## src/rtl/cpc_pkg.sv

```systemverilog
// Shared types and constants for the correlation phase corrector.
package cpc_pkg;

  localparam int SAMPLE_W = 16;
  localparam int CORR_W = 16;
  localparam int WEIGHT_W = 16;
  localparam int ACC_W = 48;
  localparam int ACC_EXT_W = ACC_W + 1;
  localparam int MUL_W = 18;
  localparam int PROD_W = 2 * MUL_W;
  localparam int SUM_W = PROD_W + 1;
  localparam int NORM_W = 30;
  localparam int SQ_W = 2 * NORM_W + 2;
  localparam int MAG_W = NORM_W + 1;
  localparam int Q_BITS = 15;
  localparam int FRAC_W = 14;
  localparam int DIV_W = MAG_W + FRAC_W;
  localparam int DCNT_W = 4;
  localparam int QDEPTH = 4;
  localparam int QPTR_W = 2;

  localparam int COR_ROUND = 8192;
  localparam int COR_SHIFT = 14;
  localparam int SMOOTH_ROUND = 32768;
  localparam int SMOOTH_SHIFT = 16;

  localparam logic signed [CORR_W-1:0] ONE_Q14 = 16'sd16384;
  localparam logic [WEIGHT_W-1:0] WEIGHT_RESET = 16'd32768;
  localparam logic [WEIGHT_W:0] WEIGHT_ONE = 17'h10000;
  localparam logic signed [ACC_W-1:0] ACC_MAX = {1'b0, {(ACC_W - 1){1'b1}}};
  localparam logic signed [ACC_W-1:0] ACC_MIN = {1'b1, {(ACC_W - 1){1'b0}}};
  localparam logic [SQ_W-1:0] SQ_TOP = SQ_W'(1) << (2 * NORM_W);

  localparam logic ACT_ACC = 1'b0;
  localparam logic ACT_COR = 1'b1;

  typedef enum logic [1:0] {
    OP_ACC     = 2'd0,
    OP_ACC_END = 2'd1,
    OP_COR     = 2'd2
  } op_t;

  typedef struct packed {
    logic                       action;
    logic signed [SAMPLE_W-1:0] sample_re;
    logic signed [SAMPLE_W-1:0] sample_im;
    logic signed [SAMPLE_W-1:0] ref_re;
    logic signed [SAMPLE_W-1:0] ref_im;
    logic                       block_end;
  } in_t;

  typedef struct packed {
    op_t                        op;
    logic signed [SAMPLE_W-1:0] sample_re;
    logic signed [SAMPLE_W-1:0] sample_im;
    logic signed [SAMPLE_W-1:0] ref_re;
    logic signed [SAMPLE_W-1:0] ref_im;
  } item_t;

  typedef struct packed {
    logic signed [SAMPLE_W-1:0] out_re;
    logic signed [SAMPLE_W-1:0] out_im;
    logic signed [CORR_W-1:0]   corr_re;
    logic signed [CORR_W-1:0]   corr_im;
    logic                       corr_updated;
  } out_t;

endpackage

```

## src/rtl/cpc_front.sv

```systemverilog
// Input stage that accepts items and classifies them into operations.
module cpc_front (
  input  logic           clk,
  input  logic           rst,
  input  logic           in_valid,
  output logic           in_ready,
  input  cpc_pkg::in_t   in_data,
  output logic           push,
  output cpc_pkg::item_t push_item,
  input  logic           full
);

  logic           f_valid;
  cpc_pkg::item_t f_item;
  cpc_pkg::item_t f_item_next;
  logic           take;

  assign in_ready = !f_valid || !full;
  assign take = in_valid && in_ready;
  assign push = f_valid && !full;
  assign push_item = f_item;

  always_comb begin
    f_item_next.sample_re = in_data.sample_re;
    f_item_next.sample_im = in_data.sample_im;
    f_item_next.ref_re = in_data.ref_re;
    f_item_next.ref_im = in_data.ref_im;
    if (in_data.action == cpc_pkg::ACT_COR) begin
      f_item_next.op = cpc_pkg::OP_COR;
    end else if (in_data.block_end) begin
      f_item_next.op = cpc_pkg::OP_ACC_END;
    end else begin
      f_item_next.op = cpc_pkg::OP_ACC;
    end
  end

  always_ff @(posedge clk) begin
    if (rst) begin
      f_valid <= 1'b0;
    end else if (take) begin
      f_valid <= 1'b1;
    end else if (push) begin
      f_valid <= 1'b0;
    end
  end

  always_ff @(posedge clk) begin
    if (take) begin
      f_item <= f_item_next;
    end
  end

endmodule

```

## config.mk

```make
export PLATFORM = sky130hd
export DESIGN_NAME = cpc_front
export DESIGN_NICKNAME = d
export VERILOG_FILES = /design/src/rtl/cpc_pkg.sv /design/src/rtl/cpc_front.sv
export SDC_FILE = /design/constraint.sdc
export NUM_CORES = 1
export LEC_CHECK = 0
export BUFFER_PORTS_ARGS = -buffer_cell sky130_fd_sc_hd__buf_4
export CAP_MARGIN = 20
export CORE_ASPECT_RATIO = 1.4
export CORE_UTILIZATION = 36
export DETAILED_ROUTE_END_ITERATION = 16
export PLACE_DENSITY = 0.74
export RECOVER_POWER = 50
export SLEW_MARGIN = 20
export SYNTH_ARGS = -nofsm -noshare
export SYNTH_HDL_FRONTEND = slang
export SYNTH_SLANG_ARGS = --single-unit
```

## constraint.sdc

```tcl
create_clock -name clk -period 2.4 [get_ports clk]
set_input_delay 0.48 -clock clk [delete_from_list [all_inputs] [get_ports clk]]
set_output_delay 0.48 -clock clk [all_outputs]
set_load 0.005 [all_outputs]
```

* Yosys cells after proc, flatten, opt, wreduce, memory -nomap -nowiden
Index checks and enable logic that the tools add are counted.
** Word-level totals
- Word-level logic and storage cells :: 15
- Input port bits :: 70
- Output and inout bits :: 68
- Flip-flop bits (word level) :: 67
** Cells by class
- Mux-type cells :: 3
- Reduce and logical (&&, ||, !) cells :: 6
** Operators by type and width (count)
- $mux 1 :: 3
- $logic_and 1x1->1 :: 2
- $logic_not 1->1 :: 2
- $reduce_bool 2->1 :: 1
- $logic_or 1x1->1 :: 1

* Longest topological paths before layout
- Word-level depth :: 4
- Depth in mapped cells :: 2

* Least setup slack after synthesis
Ideal clock, no wire load.
- Kind :: input port to flip-flop
- Start point :: input full
- End point :: register f_item (netlist bit push_item[0]) (enable)
- Setup slack :: -0.161 ns
- Arrival time :: 2.130 ns
- Data required time :: 1.969 ns
- Cell stages on the path :: 2
- Path through :: nand2_1 > and2_1
** On the way
- Word-level cells in the longest chain between the ends :: 3
** RTL lines
- start, declared :: line cpc_front.sv:10 : input logic full
- $logic_not 1->1 :: line cpc_front.sv:18 : assign in_ready = !f_valid || !full;
- $logic_or 1x1->1 :: line cpc_front.sv:18
- $logic_and 1x1->1 :: line cpc_front.sv:19 : assign take = in_valid && in_ready;
- net take :: line cpc_front.sv:16 : logic take;
- end signal, assigned :: line cpc_front.sv:49 : f_item <= f_item_next;
- end, declared :: line cpc_front.sv:14 : cpc_pkg::item_t f_item;
The timed path passes the listed nets, and every way through them passes these cells.
A chain may end at the register's enable or synchronous reset.

* Final worst setup path
- Start point :: register f_valid
- End point :: register f_item (netlist bit push_item[31]) (enable)
** On the way
- Word-level cells in the longest chain between the ends :: 3
** RTL lines
- start, declared :: line cpc_front.sv:13 : logic f_valid;
- start signal, assigned :: line cpc_front.sv:39 : f_valid <= 1'b0;
- start signal, assigned :: line cpc_front.sv:41 : f_valid <= 1'b1;
- start signal, assigned :: line cpc_front.sv:43 : f_valid <= 1'b0;
- $logic_not 1->1 :: line cpc_front.sv:18
- $logic_or 1x1->1 :: line cpc_front.sv:18
- $logic_and 1x1->1 :: line cpc_front.sv:19
- net take :: line cpc_front.sv:16
The timed path passes the listed nets, and every way through them passes these cells.

==> impl_metrics.py <==
metrics = {
    "global_routing": {
        "grt.overflow.total": 0,
        "busiest_layer": "met2",
        "grt_use_total_pct": 14.5,
        "grt_pass1_vias": 1252,
        "grt_pass1_wl_um": 5990,
        "groute.layer.met1.usage_pct": 13.5,
        "antenna_found_initial": 0,
        "grtUsageMet3_pct": 5.53,
        "grt_max_degree": 67,
        "gr-usage-met2_pct": 25.9,
    },
    "floorplan": {
        "dieHeight_um": 91.0,
        "rows": 32,
        "die_area_sq_um": 5960,
        "dieWidth_um": 65.6,
        "start_util_pct": 37.1,
        "core_sq_um": 5490,
        "ios": 138,
    },
    "route": {
        "dr.pass1.iters": 5,
        "ant_nets": 0,
        "drc": 0,
        "via_count": 1264,
        "detail_route.iter0.violations": 87,
        "vias_per_cell": 4.30,
        "post_drt_wl_per_cell_um": 14.0,
        "wirelength_um": 4120,
    },
    "sta": {
        "period_share_pct": 67.9,
        "skew_ns": 0.00757,
        "max_slew_margin_pct": 42.8,
        "setup_viol_count_final": 0,
        "hold_violations": 0,
        "tns_ns": 0,
        "tightest_slew_ns": 0.858,
        "rsz0062_at_grt": "no",
        "period_minus_slack_ns": 1.63,
        "max_clock_freq_mhz": 613,
        "slew_viol_final": 0,
    },
    "synthesis": {
        "synth_cell_types": 8,
        "ys_seq_area_share_pct": 98.3,
        "syn-cell-area_sq_um": 2040,
        "synth-seq-cells": 67,
        "syn_area_per_cell_sq_um": 27.9,
        "synth_cells": 73,
        "synth_warnings": 0,
        "syn_nets": 143,
    },
    "cells_and_area": {
        "final_area_sq_um": 3300,
        "syn2layout_area_growth_pct": 62.3,
        "drive_above_1_share_pct": 66.4,
        "finalNetCount": 292,
        "fill_cells": 434,
        "antennaDiodeCount": 0,
    },
    "outcome": {
        "status": "finished, final reports clean",
    },
    "clocking": {
        "clk_latency_ns": 0.32,
        "root_buffer": "clkbuf_8",
        "clk_pin_slew_ns": 0.06,
        "cts.sinks": 67,
        "cts_tree": "done",
        "h-tree-depth": 3,
        "holdBufCountCts": 0,
        "clockBufferDepth": 2,
        "cts_setup_buffers": 0,
        "post_cts_resized": 0,
        "numCtsBuffers": 9,
    },
    "power": {
        "leakage_nw": 1.39,
        "ir_drop_v": 0.000513,
        "total_power_mw": 2.32,
        "power_density_nw_per_um2": 702,
    },
    "place": {
        "placed_area_sq_um": 3170,
        "io_buffers": 137,
        "place_congestion": 0.749,
    },
    "critical_path": {
        "crit_cells": 3,
        "required_ns": 2.34,
        "cp-start-kind": "flop",
        "cp-startpoint": "f_valid$_SDFFE_PP0P_",
        "timing.rr.start": "f_valid$_SDFFE_PP0P_",
        "path_cells": "nand2_1, and2_2, clkbuf_4",
        "path_class": "reg2reg",
        "path_buf_inv": 1,
        "crit_family": "buffers and inverters",
        "crit_arrival_ns": 1.57,
        "crit_path_end_kind": "flop",
        "max_stage_delay_ns": 0.69,
        "cp_slowest_cell": "clkbuf_4",
        "cp_max_fo": 66,
        "r2r_cells": 3,
    },
    "min_path": {
        "hp-start": "rst",
        "min_path_cells": 2,
        "hold_class": "in2reg",
    },
    "run": {
        "maxCapViolCount": 0,
    },
}
logic make-up after synthesis:
logic type | count (synthesis) | share of synthesized area [%]
compound gates | 1 | 0.246
flops | 67 | 98.3
simple gates | 5 | 1.41
metal layers:
layer  vias to the layer above  share of wire (%)
li1                        588                  -
met1                       601                 30
met2                        69                 61
met3                         6                6.9
met4                         0                2.4
met5                         -                  0
Yosys cell counts (all sizes together):
library cell	count	area [sq um]
and2	1	6.26
nand2	1	3.75
edfxtp	66	1980
nor2	1	3.75
dfxtp	1	20.0
a21oi	1	5.00
nor2b	1	6.26
and2b	1	8.76
final timing paths:
kind	end	slack, ns
setup / recovery	push_item[31]$_DFFE_PP_	0.77
hold / removal	f_valid$_SDFFE_PP0P_	0.31
setup reg to reg	push_item[31]$_DFFE_PP_	0.77
hold reg to reg	f_valid$_SDFFE_PP0P_	0.51
metrics by stage:
stage               std cells  hold WS [ns]  setup slack [ns]  util (%)
global placement          279         0.480             0.912      57.8
detailed placement        279         0.506             0.876      57.8
floorplan                  73         0.467             0.556         -
finish                    294         0.314             0.770      60.2
CTS                       294         0.296             0.939      60.5
global route              294         0.293             0.634      60.2
power by group:
group	leakage (nW)	internal, mW	total, mW	switching, mW
Sequential	0.647	1.37	1.39	0.0180
Combinational	0.662	0.140	0.217	0.0770
Clock	0.0784	0.355	0.715	0.360
worst reg2reg max path: cells and delay by family, from the launching register on:
kind,cells,cell delay [ns]
buf+inv,1,0.69
flops,1,0.32
simple gates,2,0.22
flip-flops by register name, indices dropped and copies added (netlist names):
signal / count
f_valid: 1
push_item: 66
cell usage in the layout, fill, tap and decap left out:
cell,instances
clkbuf_4,66
nand2_1,1
and2_2,1
buf_4,71
nor2_1,1
and2b_2,1
clkinv_1,3
clkbuf_8,9
dfxtp_1,1
a21oi_1,1
clkinv_2,2
edfxtp_1,66
clkbuf_1,1
nor2b_1,1
buf_1,1
area by class of cell:
type | instances | area [sq um] | area share (%)
clock buffers | 10 | 128 | 3.86
multi-input cells | 6 | 35.0 | 1.06
flip-flops and latches | 67 | 2000 | 60.6
well taps | 68 | 85.1 | 2.58
clock inverters | 5 | 21.3 | 0.644
repair buffers | 138 | 1030 | 31.2
No activity file was read; power rests on OpenSTA's default activity.
