**src/rtl/cpc_pkg.sv**
```systemverilog
// Shared types and constants for the correlation phase corrector.
package cpc_pkg;

  localparam int SAMPLE_W = 16;
  localparam int CORR_W = 16;
  localparam int WEIGHT_W = 16;
  localparam int ACC_W = 48;
  localparam int ACC_EXT_W = ACC_W + 1;
  localparam int MUL_W = 18;
  localparam int PROD_W = 2 * MUL_W;
  localparam int SUM_W = PROD_W + 1;
  localparam int NORM_W = 30;
  localparam int SQ_W = 2 * NORM_W + 2;
  localparam int MAG_W = NORM_W + 1;
  localparam int Q_BITS = 15;
  localparam int FRAC_W = 14;
  localparam int DIV_W = MAG_W + FRAC_W;
  localparam int DCNT_W = 4;
  localparam int QDEPTH = 4;
  localparam int QPTR_W = 2;

  localparam int COR_ROUND = 8192;
  localparam int COR_SHIFT = 14;
  localparam int SMOOTH_ROUND = 32768;
  localparam int SMOOTH_SHIFT = 16;

  localparam logic signed [CORR_W-1:0] ONE_Q14 = 16'sd16384;
  localparam logic [WEIGHT_W-1:0] WEIGHT_RESET = 16'd32768;
  localparam logic [WEIGHT_W:0] WEIGHT_ONE = 17'h10000;
  localparam logic signed [ACC_W-1:0] ACC_MAX = {1'b0, {(ACC_W - 1){1'b1}}};
  localparam logic signed [ACC_W-1:0] ACC_MIN = {1'b1, {(ACC_W - 1){1'b0}}};
  localparam logic [SQ_W-1:0] SQ_TOP = SQ_W'(1) << (2 * NORM_W);

  localparam logic ACT_ACC = 1'b0;
  localparam logic ACT_COR = 1'b1;

  typedef enum logic [1:0] {
    OP_ACC     = 2'd0,
    OP_ACC_END = 2'd1,
    OP_COR     = 2'd2
  } op_t;

  typedef struct packed {
    logic                       action;
    logic signed [SAMPLE_W-1:0] sample_re;
    logic signed [SAMPLE_W-1:0] sample_im;
    logic signed [SAMPLE_W-1:0] ref_re;
    logic signed [SAMPLE_W-1:0] ref_im;
    logic                       block_end;
  } in_t;

  typedef struct packed {
    op_t                        op;
    logic signed [SAMPLE_W-1:0] sample_re;
    logic signed [SAMPLE_W-1:0] sample_im;
    logic signed [SAMPLE_W-1:0] ref_re;
    logic signed [SAMPLE_W-1:0] ref_im;
  } item_t;

  typedef struct packed {
    logic signed [SAMPLE_W-1:0] out_re;
    logic signed [SAMPLE_W-1:0] out_im;
    logic signed [CORR_W-1:0]   corr_re;
    logic signed [CORR_W-1:0]   corr_im;
    logic                       corr_updated;
  } out_t;

endpackage

```
**src/rtl/cpc_queue.sv**
```systemverilog
// Short queue of classified items between the front and back ends.
module cpc_queue (
  input  logic           clk,
  input  logic           rst,
  input  logic           push,
  input  cpc_pkg::item_t push_item,
  output logic           full,
  input  logic           pop,
  output cpc_pkg::item_t pop_item,
  output logic           empty
);

  cpc_pkg::item_t                mem [cpc_pkg::QDEPTH];
  logic [cpc_pkg::QPTR_W-1:0]    wptr;
  logic [cpc_pkg::QPTR_W-1:0]    rptr;
  logic [cpc_pkg::QPTR_W:0]      count;

  assign full = count == (cpc_pkg::QPTR_W + 1)'(cpc_pkg::QDEPTH);
  assign empty = count == '0;
  assign pop_item = mem[rptr];

  always_ff @(posedge clk) begin
    if (rst) begin
      wptr <= '0;
      rptr <= '0;
      count <= '0;
    end else begin
      if (push) begin
        wptr <= wptr + cpc_pkg::QPTR_W'(1);
      end
      if (pop) begin
        rptr <= rptr + cpc_pkg::QPTR_W'(1);
      end
      if (push && !pop) begin
        count <= count + (cpc_pkg::QPTR_W + 1)'(1);
      end else if (pop && !push) begin
        count <= count - (cpc_pkg::QPTR_W + 1)'(1);
      end
    end
  end

  always_ff @(posedge clk) begin
    if (push) begin
      mem[wptr] <= push_item;
    end
  end

endmodule

```
**config.mk**
```make
export PLATFORM = sky130hd
export DESIGN_NAME = cpc_queue
export DESIGN_NICKNAME = d
export VERILOG_FILES = /design/src/rtl/cpc_pkg.sv /design/src/rtl/cpc_queue.sv
export SDC_FILE = /design/constraint.sdc
export NUM_CORES = 1
export LEC_CHECK = 0
export CAP_MARGIN = 20
export CORE_ASPECT_RATIO = 1.1
export CORE_UTILIZATION = 60
export CTS_BUF_LIST = sky130_fd_sc_hd__clkbuf_2 sky130_fd_sc_hd__clkbuf_4 sky130_fd_sc_hd__clkbuf_8
export DETAILED_ROUTE_END_ITERATION = 7
export DONT_BUFFER_PORTS = 1
export HOLD_SLACK_MARGIN = 0.08
export PLACE_DENSITY = 0.74
export SLEW_MARGIN = 0
export SYNTH_ARGS = -nofsm -noshare
export SYNTH_HDL_FRONTEND = slang
export SYNTH_SLANG_ARGS = --single-unit
```
**constraint.sdc**
```tcl
create_clock -name clk -period 4.1 [get_ports clk]
set_clock_uncertainty 0.1 [all_clocks]
set_input_delay 0.615 -clock clk [delete_from_list [all_inputs] [get_ports clk]]
set_output_delay 0.615 -clock clk [all_outputs]
set_load 0.02 [all_outputs]
```
# After elaboration in Yosys (flattened, before gate mapping)
# Memory sizes are Yosys's and may differ from the RTL's. A register that Yosys moved wholly into a read port is not among the register bits.
# Cells that the tools add are included.
dict set report word_totals {
  mem_bits_rw 264
  ff_bits 7
  wordCells 21
  mem_count 1
  output_inout_bits 68
  input_bits 70
}
dict set report op_classes {
  n_eq_ne 1
  reduce_logical 6
  n_mux 6
  addsub 4
}
# name depth word_bits read_ports rd_clocked_by_memory_dff wr line
set memory_table {}
lappend memory_table {mem 4 66 1 1 1 cpc_queue.sv:13} ;# cpc_pkg::item_t mem [cpc_pkg::QDEPTH];
# cell count
set ops {}
lappend ops {{2-to-1 mux 3 bit} 2}
lappend ops {{adder 2 x 1 -> 2 bit (second input constant)} 2}
lappend ops {{2-to-1 mux 2 bit} 2}
lappend ops {{adder 3 x 1 -> 3 bit (second input constant)} 1}
lappend ops {{equality test 3 bit (second input constant)} 1}
lappend ops {{zero test 3 bit} 1}
lappend ops {{subtractor 3 x 1 -> 3 bit (second input constant)} 1}
lappend ops {{logical AND 1 bit} 2}
lappend ops {{zero test 1 bit} 2}
lappend ops {{2-to-1 mux 1 bit} 2}
lappend ops {{nonzero test 2 bit} 1}

# Depth between registers and ports, before layout
# Gate-level depths: netlist (run 1).
dict set report depth {
  word_depth 4
  ltp_mapped 7
}

# Least setup slack after synthesis (run 1)
# Ideal clock, no wire load.
dict set report synth_timing {
  kind {input-to-reg}
  start {input port push}
  end {memory mem[0][0] in the netlist's numbering, enable pin}
  arrival_time_ps 2166
  cell_stages 1
  slack_ps 1403
  path_buffers 0
  setup_time_ps 431
  t_required_ps 3569
  cell_sequence {and2_1}
}
dict set report synth_via {
  elab_chain_len 2
}
# element line
set synth_lines {}
lappend synth_lines {{start, declared} cpc_queue.sv:5} ;# input logic push,
lappend synth_lines {{2-to-1 mux 1 bit} cpc_queue.sv:43} ;# if (push) begin
lappend synth_lines {{2-to-1 mux 1 bit (implied by the code)} cpc_queue.sv:44} ;# mem[wptr] <= push_item;
lappend synth_lines {{end, declared} cpc_queue.sv:13}
# No other way between the ends.

==> key figures, run 1 <==
Status
  – Outcome: finished, violations left
  – Failing checks: design-rule violations

Final layout
  – Area grow syn2layout: 16.64%
  – Multi-input gate area: 1727 sq um
  – Layout Cells excl Fill: 719
  – Sequential cell area: 8115 sq um
  – Layout Utilization: 71.14%
  – FILL cells: 950
  – Share of post-route cells with drive strength above 1: 27.38%
  – Number of diodes: 0
  – Nets@finish: 562

Global route
  – Largest net degree at the start of global routing: 67
  – Initial antenna violation count: 0
  – Vias in the first global route: 4616
  – GRT overflow: 0
  – Gr usage total: 20.35%
  – First-pass GRT wire length: 25520 um

Clock tree
  – CTS buffer count: 41
  – Post-CTS Setup Inserts: 0
  – H-tree depth: 2
  – CTS tree: yes
  – Clock sinks: 273
  – Clock buffer depth: 3
  – Post-CTS Resized: 0
  – CTS root buffer: clkbuf_8
  – CTS Hold Buffers Added: 67
  – Clock latency at the later pin of the worst-skew pair: 0.52 ns
  – Reg clk slew, reported paths: 0.06 ns

Synth
  – Synthesized area: 9947 sq um
  – Seq/Total Area, Yosys: 81.51%
  – Ys Warns: 0
  – Yosys top cell by area: edfxtp_1
  – Syn_area_per_cell: 25.64 sq um
  – Synth cell types: 21
  – Syn_nets: 464
  – Synth top area share: 79.70%
  – Synthesis-stage register bit count: 273
  – Post-Syn Instances: 388
  – Synth top area cells: edfxtp_1, mux4_2, dfxtp_1, ha_1, buf_6

Die
  – Starting density of the core: 60.99%
  – Total die area: 17100 sq um
  – Site row count: 49
  – Ports: 138
  – Die height: 137.0 um
  – Die Wd: 124.8 um
  – Core area: 16310 sq um

Placement
  – Detail Placement HPWL: 8911 um
  – Final GP Congestion: 0.7305
  – Worst slack at placement: 1.399 ns
  – PortBufs: 0
  – Placed insts: 580

STA
  – Minimum clock period: 3.146 ns
  – Pins Over Slew Limit: 0
  – Worst slew pin tran: 1.047 ns
  – Final setup margin: 0.9539 ns
  – Final hold violation count: 0
  – Setup Viol. Count Final: 0
  – Relative slew slack: 30.19%
  – Unrepaired setup endpoints after global routing: no
  – Fin Setup TNS: 0 ns
  – Top achievable clock speed: 317.9 MHz
  – Period utilisation layout: 76.73%

Worst setup path
  – Required @ worst endpoint: 3.38 ns
  – Critical path fanouts, max: 40
  – CP startpoint kind: register
  – R2R setup slack: 2.15 ns
  – Crit path DAT: 2.43 ns
  – Setup crit end kind: output pin
  – Critical path type: register to output pin

Route
  – Detailed-route via count: 4253
  – Initial DRC count: 261
  – DR DRC count: 18
  – DR pass1 iterations: 7
  – Remaining antenna violation count after routing: 0
  – Avg WL per Cell: 23.32 um
  – WL final: 16770 um
  – Vias per cell: 5.915

Flow run
  – Max Cap Viol: 0

Pwr
  – Leak pwr: 3.712 nW
  – Worst VDD drop: 0.3721 mV
  – Power Dens Cells: 512.8 nW/um^2
  – Total power: 0.005950 W

Min path
  – Min-delay worst type: input port to register
## layout make-up
cell class | count | share of cell area [%]
sequential | 273 | 69.94
clock buffer | 59 | 6.136
clock inverter | 13 | 0.7333
inverter | 4 | 0.1294
timing repair buffer | 70 | 5.974
multi-input combinational | 96 | 14.88
tap | 204 | 2.200
## cells in the final DEF, fill, tap and decap left out
cell / Yosys / routed
clkinv_1: 0 / 6
clkinv_2: 0 / 5
bufinv_16: 0 / 1
xor2_1: 3 / 3
fa_1: 1 / 1
clkbuf_4: 0 / 16
clkbuf_8: 0 / 43
or3_1: 1 / 1
xnor2_1: 2 / 2
and2_4: 0 / 4
clkinvlp_4: 0 / 1
nor3_1: 1 / 1
dfxtp_1: 9 / 7
ha_1: 5 / 5
nor3b_1: 1 / 1
buf_4: 2 / 3
nand2_1: 1 / 1
nor2_1: 7 / 7
mux4_2: 66 / 66
dlygate4sd3_1: 0 / 67
a21oi_1: 1 / 1
dfxtp_4: 0 / 2
mux2i_1: 2 / 2
o21ai_0: 1 / 1
edfxtp_1: 264 / 264
inv_1: 4 / 4
## report_power, final
group	internal [W]	switching (W)	leakage, nW
combinational	0.000220	0.000321	0.785
clock	0.00118	0.000943	0.426
sequential	0.00321	0.0000805	2.50
total	0.00461	0.00134	3.71
## registers in the layout, summed over array words and instances, names as in the netlist, named ones only
name / count
wptr: 2
mem: 264
rptr: 2
count: 3
## logic make-up (layout without fill, tap and decap cells)
logic type	after synthesis	after routing	synth area share, %
flip-flops	273	273	81.51
multiplexers	68	68	15.14
buffers and inverters	19	146	1.233
AND/OR/NAND/NOR	15	15	0.7421
adder cells (fa/ha/maj)	6	6	0.8302
XOR/XNOR	5	5	0.4403
AO/OA/AOI/OAI	2	2	0.1005
## routing by layer
metal | track usage (%) | up-vias | part of all wire [%]
li1 | - | 1853 | -
met1 | 25.08 | 2240 | 38
met2 | 34.39 | 135 | 54
met3 | 5.590 | 25 | 6.3
met4 | 8.848 | 0 | 1.7
met5 | 0 | - | 0
## metrics by stage
| stage | area, sq um | hold slack (ns) |
|---|---|---|
| finish | 11600 | 0.1509 |
| floorplan | 9947 | 0.3663 |
| detailed placement | 10130 | 0.4138 |
| global route | 11600 | 0.1384 |
| CTS | 11600 | 0.1197 |
| global placement | 10130 | 0.3720 |
## worst max-delay path: stages (launching register included)
cell     delay, ns
dfxtp_4       0.87
buf_4         0.39
mux4_2        0.62
## Yosys cell counts
library cell,number
inv_1,4
fa_1,1
nor2_1,7
clkbuf_1,3
buf_4,2
nor3_1,1
dfxtp_1,9
nor3b_1,1
mux4_2,66
ha_1,5
a21oi_1,1
buf_2,5
mux2i_1,2
nand2_1,1
or3_1,1
xor2_1,3
edfxtp_1,264
xnor2_1,2
and2_1,4
o21ai_0,1
buf_6,5
## path summary, 6_finish.rpt
| path | startpoint | end | cells after the start |
|---|---|---|---|
| worst min-delay path | push | wptr[1] | 2 |
| worst max-delay path | register | pop_item[26] | 2 |
| worst min register to register | count[2] | count[2] | 2 |
| worst max register to register | wptr[0] | mem[0][17] | 3 |
No activity file was read; power rests on OpenSTA's default activity.
==> run 2, diff against run 1 <==
--- a/config.mk
+++ b/config.mk
@@ -7,12 +7,12 @@
 export LEC_CHECK = 0
 export CAP_MARGIN = 20
 export CORE_ASPECT_RATIO = 1.1
-export CORE_UTILIZATION = 60
+export CORE_UTILIZATION = 59
 export CTS_BUF_LIST = sky130_fd_sc_hd__clkbuf_2 sky130_fd_sc_hd__clkbuf_4 sky130_fd_sc_hd__clkbuf_8
 export DETAILED_ROUTE_END_ITERATION = 7
 export DONT_BUFFER_PORTS = 1
 export HOLD_SLACK_MARGIN = 0.08
-export PLACE_DENSITY = 0.74
+export PLACE_DENSITY = 0.76
 export SLEW_MARGIN = 0
 export SYNTH_ARGS = -nofsm -noshare
 export SYNTH_HDL_FRONTEND = slang
==> constraint.sdc (replaced) <==
create_clock -name clk -period 2.8 [get_ports clk]
set_clock_uncertainty 0.1 [all_clocks]
set_input_delay 0.42 -clock clk [delete_from_list [all_inputs] [get_ports clk]]
set_output_delay 0.42 -clock clk [all_outputs]
set_load 0.02 [all_outputs]
==> key figures, run 2 (same netlist as run 1, synthesis figures left out) <==
Worst setup path
  – RR Startpoint: wptr[0]
  – Worst-path cell chain: buf_12, mux4_2
  – R2r endpoint: mem[2][15]
  – Critical path fanouts, max: 38 (-5.0%)
  – Slowest cell on crit path: mux4_2
  – R2R setup slack: 0.97 ns (-1.18 ns)
  – Critical path type: register to output pin
  – Delay of the slowest critical-path stage: 0.65 ns (-0.22 ns)
  – Worst Path Buf+Inv: 1 (unchanged)
  – Delay-heaviest family, CP: multiplexers
  – Crit path DAT: 1.86 ns (-0.57 ns)
  – Worst reg2reg path depth: 4 (+1)
  – Required @ worst endpoint: 2.28 ns (-1.10 ns)
  – Setup crit end kind: output pin
  – CP startpoint kind: register

Final layout
  – Final Instance Area: 11730 sq um (+1.1%)
  – Most common cell after layout, fill and taps aside: edfxtp_1
  – Most frequent cells in the layout: edfxtp_1, dlygate4sd3_1, mux4_2, clkbuf_8, clkbuf_4
  – Area grow syn2layout: 17.96%
  – Nets@finish: 570 (+1.4%)
  – Share of post-route cells with drive strength above 1: 27.34% (-0.036 points)
  – Top Registers: mem (264), count (3)
  – Reg with most FFs: mem
  – Layout Utilization: 71.41% (+0.27 points)
  – Number of flip-flops in the largest register: 264 (unchanged)

Route
  – DR DRC count: 0 (-18)
  – Avg WL per Cell: 23.58 um (+1.1%)
  – DR pass1 iterations: 4 (-3)
  – Detailed-route via count: 4264 (+0.26%)
  – Initial DRC count: 228 (-13%)
  – Remaining antenna violation count after routing: 0 (unchanged)
  – Vias per cell: 5.857 (-0.98%)
  – WL final: 17170 um (+2.4%)

STA
  – Worst slew pin tran: 0.7253 ns (-0.3219 ns)
  – Minimum clock period: 2.381 ns
  – Final hold violation count: 0 (unchanged)
  – Unrepaired setup endpoints after global routing: no
  – Pins Over Slew Limit: 0 (unchanged)
  – Fin Setup TNS: 0 ns (unchanged)
  – Relative slew slack: 51.54% (+21 points)
  – Top achievable clock speed: 420.0 MHz
  – Period utilisation layout: 85.04%
  – Setup Viol. Count Final: 0 (unchanged)
  – Hold_ws: 0.2140 ns (+0.06314 ns)

Placement
  – Detail Placement HPWL: 9557 um (+7.2%)
  – PortBufs: 0 (unchanged)
  – Dpl cell area: 10250 sq um (+1.2%)
  – Final GP Congestion: 0.7084 (-3.0%)

Min path
  – Hold Path Cell Cnt: 3 (+1)
  – Hold Crit Endpoint: count[0]
  – Hold path start: push
  – Min-delay worst type: input port to register

Clock tree
  – Reg clk slew, reported paths: 0.06 ns (about the same)
  – CTS buffer count: 42 (+2.4%)
  – CTS tree: yes
  – CTS root buffer: clkbuf_8
  – Clock sinks: 273 (unchanged)
  – Post-CTS Setup Inserts: 0 (unchanged)
  – Clock latency at the later pin of the worst-skew pair: 0.53 ns (about the same)
  – Post-CTS Resized: 0 (unchanged)
  – Clock buffer depth: 3 (unchanged)
  – H-tree depth: 2 (unchanged)

Global route
  – Vias in the first global route: 4758 (+3.1%)
  – Initial antenna violation count: 1 (+1)
  – GRT overflow: 0 (unchanged)
  – Gr usage total: 20.67% (+0.31 points)
  – First-pass GRT wire length: 26700 um (+4.6%)
  – Largest net degree at the start of global routing: 55 (-18%)

Die
  – Die Wd: 125.8 um (+0.83%)
  – Site row count: 49 (unchanged)
  – Starting density of the core: 60.54% (-0.46 points)
  – Total die area: 17380 sq um (+1.7%)
  – Core area: 16430 sq um (+0.75%)
  – Die height: 138.2 um (+0.83%)
  – Ports: 138 (unchanged)

Pwr
  – Worst VDD drop: 0.5415 mV (+46%)
  – Power Dens Cells: 740.2 nW/um^2 (+44%)
  – Total power: 0.008686 W (+46%)
  – Leak pwr: 3.764 nW (+1.4%)

Status
  – Outcome: completed

Flow run
  – Max Cap Viol: 0 (unchanged)
==> run 2: cell types whose count changed in the layout (fill, tap and decap cells not counted), sizes merged <==
cell and delta:
diode +1, clkinvlp -1, clkbuf -2, dlygate4sd3 +3, bufinv -1, clkinv +5, buf +4
==> run 2: where the power goes <==
group	switching (W)	total [W]	internal (W)
combinational	0.000538	0.000886	0.000348
sequential	0.0000599	0.00475	0.00469
clock	0.00141	0.00305	0.00164
total	0.00201	0.00869	0.00668
==> run 2: worst max-delay path by stage <==
stage,from,endpoint,slack (ns),cells after the start
2_1_floorplan,wptr[0],mem[0][0],0.18,3
3_3_place_gp,register,pop_item[64],0.95,2
3_5_place_dp,pop,count[2],0.93,7
4_1_cts,register,pop_item[45],0.36,2
5_1_grt,register,pop_item[2],0.33,2
6_report,register,pop_item[2],0.42,2
==> run 2: area by class of cell <==
cell class                      instances  area [sq um]
Inverter                                4         15.01
Sequential cell                       273          8115
Multi-Input combinational cell         96          1727
Clock inverter                         16         68.82
Timing Repair Buffer                   77         840.8
Tap cell                              204         255.2
Antenna cell                            1         2.502
Fill cell                             966          4697
Clock buffer                           57         709.4
==> run 2: metrics by stage <==
step                worst slack [ns]  cells
floorplan                     0.1765    388
global placement              0.9527    584
detailed placement            0.9293    584
CTS                           0.3598    727
global route                  0.3266    728
finish                        0.4190    728
==> run 2: worst min-delay path, delay by kind of cell <==
kind | cells | cell delay (ns)
adder cells (fa/ha/maj) | 1 | 0.20
AND/OR/NAND/NOR | 1 | 0.09
XOR/XNOR | 1 | 0.10
==> run 2: repair_timing <==
item	4_1_cts	5_1_grt
hold buffers	70	0
endpoints found under the hold margin	273	0
setup endpoints to repair	0	0
==> run 2: layer usage <==
metal / GRT usage (%) / up-vias / share of wire [%] / routed length (um)
met4: 7.419 / 0 / 1.9 / 324
met5: 0 / - / 0 / 0
li1: - / 1875 / - / -
met2: 34.77 / 137 / 52 / 8926
met3: 5.573 / 30 / 6.7 / 1149
met1: 26.18 / 2222 / 39 / 6766
==> run 3, diff against run 2 <==
--- a/config.mk
+++ b/config.mk
@@ -7,12 +7,12 @@
 export LEC_CHECK = 0
 export CAP_MARGIN = 20
 export CORE_ASPECT_RATIO = 1.1
-export CORE_UTILIZATION = 59
+export CORE_UTILIZATION = 60
 export CTS_BUF_LIST = sky130_fd_sc_hd__clkbuf_2 sky130_fd_sc_hd__clkbuf_4 sky130_fd_sc_hd__clkbuf_8
 export DETAILED_ROUTE_END_ITERATION = 7
 export DONT_BUFFER_PORTS = 1
 export HOLD_SLACK_MARGIN = 0.08
-export PLACE_DENSITY = 0.76
+export PLACE_DENSITY = 0.74
 export SLEW_MARGIN = 0
 export SYNTH_ARGS = -nofsm -noshare
 export SYNTH_HDL_FRONTEND = slang
==> constraint.sdc (replaced) <==
create_clock -name clk -period 3 [get_ports clk]
set_clock_uncertainty 0.1 [all_clocks]
set_input_delay 0.45 -clock clk [delete_from_list [all_inputs] [get_ports clk]]
set_output_delay 0.45 -clock clk [all_outputs]
set_load 0.02 [all_outputs]
==> key figures, run 3 (same netlist as run 1, synthesis figures left out) <==
STA
  – Fin Setup TNS: 0 ns (unchanged)
  – Relative slew slack: 46.56% (-5.0 points)
  – Period utilisation layout: 88.44%
  – Hold_ws: 0.1095 ns (-0.1045 ns)
  – Top achievable clock speed: 376.9 MHz
  – Worst slew pin tran: 0.7999 ns (+0.07469 ns)
  – Setup Viol. Count Final: 0 (unchanged)
  – Pins Over Slew Limit: 0 (unchanged)
  – Unrepaired setup endpoints after global routing: no
  – Minimum clock period: 2.653 ns
  – Final hold violation count: 0 (unchanged)

Pwr
  – Worst VDD drop: 0.5538 mV (+2.3%)
  – Total power: 0.008022 W (-7.6%)
  – Power Dens Cells: 684.9 nW/um^2 (-7.5%)
  – Leak pwr: 3.742 nW (-0.58%)

Worst setup path
  – Worst-path cell chain: buf_12, mux4_2
  – R2r endpoint: mem[0][42]
  – Delay-heaviest family, CP: flip-flops
  – CP startpoint kind: register
  – Worst Path Buf+Inv: 1 (unchanged)
  – Crit path DAT: 2.10 ns (+0.24 ns)
  – Slowest cell on crit path: dfxtp_4
  – Critical path type: register to output pin
  – Setup crit end kind: output pin
  – Critical Path End: pop_item[27]
  – Critical Path Stages: 2 (unchanged)
  – Critical path fanouts, max: 23 (-39%)
  – Required @ worst endpoint: 2.45 ns (+0.17 ns)
  – RR Startpoint: wptr[0]
  – Delay of the slowest critical-path stage: 0.64 ns (about the same)
  – R2R setup slack: 1.13 ns (+0.16 ns)
  – Worst reg2reg path depth: 4 (unchanged)

Global route
  – GR Util met1: 26.61% (+0.43 points)
  – GRT overflow: 0 (unchanged)
  – First-pass GRT wire length: 25960 um (-2.8%)
  – Largest net degree at the start of global routing: 44 (-20%)
  – Grt met2 use: 34.71% (-0.059 points)
  – Initial antenna violation count: 1 (unchanged)
  – Vias in the first global route: 4607 (-3.2%)
  – Met3 global-route usage: 5.278% (-0.30 points)
  – Grt peak-use layer: met2
  – Gr usage total: 20.66% (about the same)

Final layout
  – Most frequent cells in the layout: edfxtp_1, dlygate4sd3_1, mux4_2, clkbuf_8
  – Nets@finish: 570 (unchanged)
  – Most common cell after layout, fill and taps aside: edfxtp_1
  – Reg with most FFs: mem
  – Area grow syn2layout: 17.74%
  – Number of flip-flops in the largest register: 264 (unchanged)
  – Top Registers: mem (264), count (3)
  – Final Instance Area: 11710 sq um (-0.19%)
  – Layout Cells excl Fill: 727 (-0.14%)
  – Share of post-route cells with drive strength above 1: 26.63% (-0.71 points)

Die
  – Die height: 137.0 um (-0.83%)
  – Total die area: 17100 sq um (-1.6%)
  – Die Wd: 124.8 um (-0.82%)
  – Starting density of the core: 60.99% (+0.46 points)
  – Core area: 16310 sq um (-0.75%)
  – Ports: 138 (unchanged)
  – Site row count: 49 (unchanged)

Placement
  – PortBufs: 0 (unchanged)
  – Detail Placement HPWL: 9733 um (+1.8%)
  – Final GP Congestion: 0.7053 (-0.44%)
  – Placed insts: 586 (+0.34%)
  – Dpl cell area: 10270 sq um (+0.15%)

Route
  – WL final: 17130 um (-0.22%)
  – Initial DRC count: 271 (+19%)
  – DR pass1 iterations: 8 (+4)
  – DR DRC count: 34 (+34)
  – Detailed-route via count: 4262 (-0.047%)
  – Remaining antenna violation count after routing: 0 (unchanged)
  – Avg WL per Cell: 23.56 um (about the same)
  – Vias per cell: 5.862 (about the same)

Clock tree
  – Post-CTS Resized: 0 (unchanged)
  – Reg clk slew, reported paths: 0.06 ns (about the same)
  – Clock sinks: 273 (unchanged)
  – Clock buffer depth: 3 (unchanged)
  – Clock latency at the later pin of the worst-skew pair: 0.51 ns (-0.02 ns)
  – CTS root buffer: clkbuf_8
  – CTS buffer count: 41 (-2.4%)
  – Post-CTS Setup Inserts: 0 (unchanged)
  – CTS Hold Buffers Added: 69 (-1.4%)
  – H-tree depth: 2 (unchanged)
  – CTS tree: yes

Flow run
  – Max Cap Viol: 0 (unchanged)

Min path
  – Min-delay worst type: input port to register

Status
  – Outcome: finished, violations left
  – Failing checks: design-rule violations
## run 3: worst min-delay path by stage
stage	start	end	slack (ns)	depth (start not counted)
2_1_floorplan	count[2]	count[2]	0.37	2
3_3_place_gp	count[2]	count[2]	0.38	2
6_report	pop	rptr[1]	0.11	3
4_1_cts	pop	rptr[1]	0.08	3
3_5_place_dp	count[2]	count[2]	0.40	2
5_1_grt	pop	rptr[1]	0.09	3
## run 3: stage by stage
step                util, %  setup slack (ns)
global placement      62.96            0.8512
detailed placement    62.96            0.8233
finish                71.81            0.3469
global route          71.80            0.1913
floorplan                 -            0.3765
CTS                   71.80            0.2545
## run 3: worst reg2reg max path: stages (launching register included)
cell and delay (ns):
dfxtp_1 0.35, inv_1 0.10, ha_1 0.15, and2_4 0.53, buf_4 0.33
## run 3: cell type report
class | instances | area, sq um
tap | 204 | 255.2
clock inverter | 15 | 61.31
clock buffer | 56 | 689.4
timing repair buffer | 78 | 845.8
inverter | 4 | 15.01
sequential | 273 | 8115
antenna | 1 | 2.502
fill | 931 | 4597
multi-input combinational | 96 | 1727
## run 3: where the power goes
group          total, W  internal (W)  switching, W
clock           0.00275       0.00148       0.00128
sequential      0.00446       0.00438     0.0000768
combinational  0.000811      0.000326      0.000485
total           0.00802       0.00618       0.00184
## run 3: per-layer routing
layer / part of all wire (%) / vias to the layer above
met1: 40 / 2233
li1: - / 1874
met4: 1.8 / 0
met5: 0 / -
met3: 5.8 / 33
met2: 52 / 122
